File: src/rtl/vfga_pkg.sv
// Package for the view-factor gain accumulator: codes, constants, item types.
// No dependencies.
`default_nettype none
package vfga_pkg;

    localparam int FRAC_BITS          = 15;
    localparam int ONE                = 1 << FRAC_BITS;
    localparam int HALF               = 1 << (FRAC_BITS - 1);
    localparam int DEF_MAX_ELEMENTS   = 4096;
    localparam int DEF_MAX_MATERIALS  = 256;
    localparam int QUEUE_DEPTH        = 2;
    localparam int ACC_W              = 48;
    localparam logic [ACC_W-1:0] ACC_MAX = {ACC_W{1'b1}};
    localparam logic [31:0] GAIN_MAX  = 32'h7FFF_FFFF;

    typedef enum logic [1:0] {
        OP_LOAD_MAT  = 2'd0,
        OP_LOAD_ELEM = 2'd1,
        OP_ENTRY     = 2'd2,
        OP_ROW_END   = 2'd3
    } op_t;

    typedef enum logic [2:0] {
        CFG_GAIN_MODE      = 3'd0,
        CFG_ELEMENT_COUNT  = 3'd1,
        CFG_MATERIAL_COUNT = 3'd2,
        CFG_SUN_X          = 3'd3,
        CFG_SUN_Y          = 3'd4,
        CFG_SUN_Z          = 3'd5
    } cfg_idx_t;

    typedef struct packed {
        logic               gain_mode;
        logic [12:0]        element_count;
        logic [8:0]         material_count;
        logic signed [15:0] sun_x;
        logic signed [15:0] sun_y;
        logic signed [15:0] sun_z;
    } cfg_t;

    typedef struct packed {
        op_t                kind;
        logic               slot_ok;
        logic [11:0]        slot_index;
        logic [15:0]        material_id;
        logic signed [16:0] absorptivity;
        logic signed [15:0] normal_x;
        logic signed [15:0] normal_y;
        logic signed [15:0] normal_z;
        logic [15:0]        sky_fraction;
        logic [15:0]        visibility;
        logic [15:0]        column_index;
        logic [15:0]        view_factor;
    } item_t;

    typedef enum logic [3:0] {
        BK_IDLE,
        BK_MAT,
        BK_ELEM_X,
        BK_ELEM_Y,
        BK_ELEM_Z,
        BK_ELEM_REFL,
        BK_ELEM_MUL1,
        BK_ELEM_MUL2,
        BK_ELEM_WR,
        BK_MAC_MUL,
        BK_MAC_ACC,
        BK_ROW_CHK,
        BK_ROW_EMIT
    } bk_state_t;

endpackage
`default_nettype wire

File: src/rtl/vfga_if.sv
// Channel interfaces for the view-factor gain accumulator.
// No dependencies.
`default_nettype none
interface vfga_item_if;
    logic               valid;
    logic               ready;
    logic [1:0]         operation;
    logic [11:0]        slot_index;
    logic [15:0]        material_id;
    logic signed [16:0] absorptivity;
    logic signed [15:0] normal_x;
    logic signed [15:0] normal_y;
    logic signed [15:0] normal_z;
    logic [15:0]        sky_fraction;
    logic [15:0]        visibility;
    logic [15:0]        column_index;
    logic [15:0]        view_factor;

    modport source (output valid, operation, slot_index, material_id, absorptivity,
                    normal_x, normal_y, normal_z, sky_fraction, visibility,
                    column_index, view_factor, input ready);
    modport sink (input valid, operation, slot_index, material_id, absorptivity,
                  normal_x, normal_y, normal_z, sky_fraction, visibility,
                  column_index, view_factor, output ready);
endinterface

`default_nettype wire

File: src/rtl/vfga_front.sv
// Front end: accepts item beats, classifies them and queues them for the back end.
// Depends on vfga_pkg and vfga_if.
`default_nettype none
module vfga_front
    import vfga_pkg::*;
#(
    parameter int MAX_ELEMENTS  = DEF_MAX_ELEMENTS,
    parameter int MAX_MATERIALS = DEF_MAX_MATERIALS
)(
    input  wire logic  clk,
    input  wire logic  rst_n,
    vfga_item_if.sink  items,
    input  wire logic  pop,
    output logic       q_valid,
    output item_t      q_item
);
    localparam int PW = (QUEUE_DEPTH > 1) ? $clog2(QUEUE_DEPTH) : 1;
    localparam int CW = $clog2(QUEUE_DEPTH + 1);

    item_t           queue_reg [QUEUE_DEPTH];
    logic [PW-1:0]   wr_ptr_reg, wr_ptr_next;
    logic [PW-1:0]   rd_ptr_reg, rd_ptr_next;
    logic [CW-1:0]   count_reg, count_next;
    item_t           cls_item;
    logic            push;
    logic            do_pop;

    assign items.ready = (count_reg != CW'(QUEUE_DEPTH));
    assign push        = items.valid && items.ready;
    assign q_valid     = (count_reg != '0);
    assign q_item      = queue_reg[rd_ptr_reg];
    assign do_pop      = pop && q_valid;

    // Classify: decode the operation and check the load slot against its store.
    always_comb
    begin
        cls_item.kind         = op_t'(items.operation);
        cls_item.slot_index   = items.slot_index;
        cls_item.material_id  = items.material_id;
        cls_item.absorptivity = items.absorptivity;
        cls_item.normal_x     = items.normal_x;
        cls_item.normal_y     = items.normal_y;
        cls_item.normal_z     = items.normal_z;
        cls_item.sky_fraction = items.sky_fraction;
        cls_item.visibility   = items.visibility;
        cls_item.column_index = items.column_index;
        cls_item.view_factor  = items.view_factor;
        case (op_t'(items.operation))
            OP_LOAD_MAT:  cls_item.slot_ok = 32'(items.slot_index) < 32'(MAX_MATERIALS);
            OP_LOAD_ELEM: cls_item.slot_ok = 32'(items.slot_index) < 32'(MAX_ELEMENTS);
            default:      cls_item.slot_ok = 1'b0;
        endcase
    end

    always_comb
    begin
        wr_ptr_next = wr_ptr_reg;
        rd_ptr_next = rd_ptr_reg;
        count_next  = count_reg;
        if (push)
        begin
            wr_ptr_next = (32'(wr_ptr_reg) == QUEUE_DEPTH - 1) ? '0 : wr_ptr_reg + 1'b1;
        end
        if (do_pop)
        begin
            rd_ptr_next = (32'(rd_ptr_reg) == QUEUE_DEPTH - 1) ? '0 : rd_ptr_reg + 1'b1;
        end
        if (push && !do_pop)
        begin
            count_next = count_reg + 1'b1;
        end
        else if (do_pop && !push)
        begin
            count_next = count_reg - 1'b1;
        end
    end

    always_ff @(posedge clk or negedge rst_n)
    begin
        if (!rst_n)
        begin
            wr_ptr_reg <= '0;
            rd_ptr_reg <= '0;
            count_reg  <= '0;
        end
        else
        begin
            wr_ptr_reg <= wr_ptr_next;
            rd_ptr_reg <= rd_ptr_next;
            count_reg  <= count_next;
        end
    end

    always_ff @(posedge clk)
    begin
        if (push)
        begin
            queue_reg[wr_ptr_reg] <= cls_item;
        end
    end
endmodule
`default_nettype wire

File: src/flat_wrapper.sv
// flat-port wrapper written by rule: the top's interface ports become plain ports
module vfga_front_flat import vfga_pkg::*;
#(
    parameter int MAX_ELEMENTS  = DEF_MAX_ELEMENTS,
    parameter int MAX_MATERIALS = DEF_MAX_MATERIALS
)
  (clk, rst_n, pop, q_valid, q_item, items_valid, items_operation, items_slot_index, items_material_id, items_absorptivity, items_normal_x, items_normal_y, items_normal_z, items_sky_fraction, items_visibility, items_column_index, items_view_factor, items_ready);
  vfga_item_if items_i ();
  input  wire logic clk;
  input  wire logic rst_n;
  input  wire logic pop;
  output logic q_valid;
  output item_t q_item;
  input wire logic [$bits(items_i.valid)-1:0] items_valid;
  input wire logic [$bits(items_i.operation)-1:0] items_operation;
  input wire logic [$bits(items_i.slot_index)-1:0] items_slot_index;
  input wire logic [$bits(items_i.material_id)-1:0] items_material_id;
  input wire logic [$bits(items_i.absorptivity)-1:0] items_absorptivity;
  input wire logic [$bits(items_i.normal_x)-1:0] items_normal_x;
  input wire logic [$bits(items_i.normal_y)-1:0] items_normal_y;
  input wire logic [$bits(items_i.normal_z)-1:0] items_normal_z;
  input wire logic [$bits(items_i.sky_fraction)-1:0] items_sky_fraction;
  input wire logic [$bits(items_i.visibility)-1:0] items_visibility;
  input wire logic [$bits(items_i.column_index)-1:0] items_column_index;
  input wire logic [$bits(items_i.view_factor)-1:0] items_view_factor;
  output wire logic [$bits(items_i.ready)-1:0] items_ready;
  assign items_i.valid = items_valid;
  assign items_i.operation = items_operation;
  assign items_i.slot_index = items_slot_index;
  assign items_i.material_id = items_material_id;
  assign items_i.absorptivity = items_absorptivity;
  assign items_i.normal_x = items_normal_x;
  assign items_i.normal_y = items_normal_y;
  assign items_i.normal_z = items_normal_z;
  assign items_i.sky_fraction = items_sky_fraction;
  assign items_i.visibility = items_visibility;
  assign items_i.column_index = items_column_index;
  assign items_i.view_factor = items_view_factor;
  assign items_ready = items_i.ready;
  vfga_front #(.MAX_ELEMENTS(MAX_ELEMENTS), .MAX_MATERIALS(MAX_MATERIALS)) u_core (.clk(clk), .rst_n(rst_n), .items(items_i), .pop(pop), .q_valid(q_valid), .q_item(q_item));
endmodule
File: config.mk
export PLATFORM = sky130hd
export DESIGN_NAME = vfga_front_flat
export DESIGN_NICKNAME = d
export VERILOG_FILES = /design/src/rtl/vfga_pkg.sv /design/src/rtl/vfga_if.sv /design/src/rtl/vfga_front.sv /design/src/flat_wrapper.sv
export SDC_FILE = /design/constraint.sdc
export NUM_CORES = 1
export LEC_CHECK = 0
export ABC_AREA = 0
export BUFFER_PORTS_ARGS = -buffer_cell sky130_fd_sc_hd__buf_4
export CORE_ASPECT_RATIO = 1.4
export CORE_MARGIN = 2
export CORE_UTILIZATION = 55
export DETAILED_ROUTE_END_ITERATION = 6
export GPL_ROUTABILITY_DRIVEN = 0
export PLACE_DENSITY = 0.83
export SLEW_MARGIN = 20
export SYNTH_ARGS = -nofsm -noshare
export SYNTH_HDL_FRONTEND = slang
export SYNTH_SLANG_ARGS = --single-unit
File: constraint.sdc
create_clock -name clk -period 19.2 [get_ports clk]
set_input_delay 3.84 -clock clk [delete_from_list [all_inputs] [get_ports clk]]
set_output_delay 3.84 -clock clk [all_outputs]
set_load 0.005 [all_outputs]
==> results.toml <==
[clock_network]
post_cts_resize_count = 0
cts_buffer_depth = 3
clock-root-buffer = "clkbuf_16"
hold_buffer_count_at_cts = 0
cts_tree = "done"
clk_pin_slew_worst_paths_ns = 0.06
cts_made_buffers = 30
clock_latency_ns = 0.55
numClockSinks = 324
cts_max_level = 1
post-cts-setup-buffer-count = 0

[cells_and_area]
fillerInstances = 1349
drive_gt1_share_pct = 60.8
final-seq-area_mm2 = 0.00971
area_overhead_vs_synth_pct = 30.3
layout_common_cells = "330 x buf_4, 320 x edfxtp_1, 90 x mux2_4"
most_frequent_standard_cell_in_the_layout_excluding_fill_and_tap_cells = "buf_4"
multi_input_comb_area_mm2 = 0.00226
largest_register_ff_count = 320
layout.nets = 1028
finish.cell_count_without_fillers = 1185

[timing]
max-slew-margin-rel_pct = 30.9
grt_setup_unrepaired = "no"
max_clock_skew_ns = 0.0235
fin_tns_setup_ns = 0
setup_viol = 0
hold_viol = 0
max_clock_freq_mhz = 145
finalCritPeriodShare_pct = 35.9
finalMaxSlewViolations = 0
max_slew.worst_pin.slew_ns = 1.04
min_period_ns = 6.89

[power]
total_leakage_power_uw = 0.00614
p_per_area_mw_per_mm2 = 147
power.switching_fraction_pct = 26.1
internal-power_uw = 1720
p_sw_uw = 606
worst_vdd_drop_v = 0.000153
clk_pwr_share_pct = 24.0
seq_power_share_pct = 44.6
power.share.combinational_pct = 31.5

[floorplanning]
chipHeight_um = 180
std_cell_rows = 64
core-area_mm2 = 0.0218
design.portCount = 325
die-area_mm2 = 0.0232
die_width_um = 129
initial_standard_cell_utilization_of_the_core_pct = 55.6

[critical_path]
crit_type = "reg -> out"
critical_path.top_delay_family = "flip-flops"
path_buf_inv = 2
rr_endpoint = "u_core.queue_reg[0][144]$_DFFE_PP_"
worst_ep_arrival_time_ns = 3.05
slowest_stage_cell_cp = "dfrtp_4"
ff2ff_path_depth = 4
r2r_path_start = "u_core.count_reg[0]$_DFFE_PN0P_"
cpMostUsedCell = "buf_4"
timing.critical_path.cells = "buf_4 > mux2_2 > buf_4"
critical_path.max_stage_delay_ns = 1.00
endpoint_kind = "primary output"
cp_max_fo = 65
startpoint_class = "flop"
critical_path_required_ns = 15.36
regToRegSetupSlack_ns = 16.61

[hold_path]
hold_depth = 1
hold-path-endpoint = "u_core.count_reg[1]$_DFFE_PN0P_"
timing.hold.worst.start = "u_core.count_reg[1]$_DFFE_PN0P_"
timing.hold.worst.class = "reg -> reg"

[routing]
drtAntennaViolNets = 0
routed-via-count = 6028
route.detailed.drc = 0
drt-pass1-iter-count = 5
wirelength_um = 23700
detail_route.vias_per_cell = 5.09
routed_wire_per_std_cell_um = 20.0
drt_first_iter_violations = 336

[placed_design]
dpl.cell_count = 1128
hpwl_um = 15900
port_buffers = 324

[synth]
yosys_register_bits = 324
synthDominantCellAreaShare_pct = 79.3
syn_area_per_cell_um2 = 23.3
synth_cell_type_count = 16
ys_seq_area_share_pct = 80.1
yosys-top-cells-area = "edfxtp_1 79%, mux2_4 11%, mux2_2 6.5%"
combinational_family_with_the_most_area_after_synthesis = "multiplexers"
synth.area.mux_share_pct = 17.7
synth_top_area_cell = "edfxtp_1"
syn-num-nets = 683
yosysWarnings = 0
netlist_area_mm2 = 0.0121
synthAdderAreaFrac_pct = 0.103
synth_compound_area_share_pct = 0
post_synth_and_or_nand_nor_area_fraction_pct = 0.392
yosys.area_share.xor_xnor_pct = 0.361
syn-instance-count = 519

[global_route]
grt_overflow_total = 0
grt_first_pass_wirelength_um = 34500
antenna_found_initial = 2
grt_max_degree = 74
grtUsageTotal_pct = 19.6
first_global_vias = 6397

[run_status]
status = "completed"

[run]
cap_viol_max_count = 0
==> synthesized netlist by cell type <==
library cell,n
nand2b_1,1
mux2_2,70
or2_2,1
inv_1,1
buf_6,11
dfrtp_1,4
xnor2_1,3
xor2_1,2
nor2_1,4
buf_2,7
ha_1,1
and3_1,1
mux2_4,90
nor4_1,1
edfxtp_1,320
nand2_1,2
==> cell type report <==
| cell class | instances | share of cell area [%] |
|---|---|---|
| flip-flops and latches | 324 | 61.5 |
| repair buffers | 331 | 15.9 |
| multi-input cells | 176 | 14.3 |
| clock buffers | 43 | 5.39 |
| well taps | 297 | 2.35 |
| clock inverters | 12 | 0.555 |
| inverters | 1 | 0.0238 |
| diodes | 1 | 0.0158 |
==> how the worst max path moves through the flow <==
| stage | from | end | slack (ns) | cells after the start |
|---|---|---|---|---|
| floorplan | items_valid | u_core.queue_reg[0][0]$_DFFE_PP_ | 7.95 | 2 |
| global placement | items_valid | u_core.queue_reg[0][41]$_DFFE_PP_ | 12.90 | 4 |
| detailed placement | u_core.rd_ptr_reg$_DFFE_PN0P_ | q_item[157] | 12.84 | 3 |
| CTS | u_core.rd_ptr_reg$_DFFE_PN0P_ | q_item[157] | 12.27 | 3 |
| global route | u_core.rd_ptr_reg$_DFFE_PN0P_ | q_item[35] | 12.13 | 3 |
| finish | u_core.rd_ptr_reg$_DFFE_PN0P_ | q_item[35] | 12.31 | 3 |
==> metrics by stage <==
step	hold slack, ns	instance area (um2)	util, %	power [uW]	setup slack [ns]
2_1_floorplan	0.456	12100	-	1480	7.95
3_3_place_gp	0.484	14800	68.0	1770	12.90
3_5_place_dp	0.484	14800	68.0	1790	12.84
4_1_cts	0.502	15800	72.4	2340	12.27
5_1_grt	0.518	15800	72.5	2430	12.13
6_report	0.504	15800	72.5	2320	12.31
==> cell families (layout without fill, tap and decap cells) <==
family | count (synthesis) | after routing
flip-flops | 324 | 324
AND/OR/NAND/NOR | 10 | 10
other | 0 | 1
adder cells (fa/ha/maj) | 1 | 1
multiplexers | 160 | 160
XOR/XNOR | 5 | 5
buffers and inverters | 19 | 387
==> power groups by stage <==
stage	logic, uW	registers, uW	clock network, uW
final	731	1040	556
after global routing	780	1050	597
after detailed placement	735	1050	0
after floorplan	434	1040	0
after CTS	738	1040	569
after global placement	720	1050	0
==> worst reg2reg max path, cell delays in order, from the launching register on <==
cell	delay (ns)
dfrtp_1	0.41
nand2b_1	0.18
nand2_1	0.14
nor2_4	0.50
buf_4	0.82
==> metal layers <==
layer	routed length, um	vias to the layer above	part of all wire (%)	global-route usage [%]
li1	-	2760	-	-
met1	8240	2936	35	21.0
met2	12500	253	53	35.1
met3	1590	77	6.7	4.38
met4	1360	2	5.7	10.9
met5	10	-	0.042	0
No activity file was read; power rests on OpenSTA's default activity.
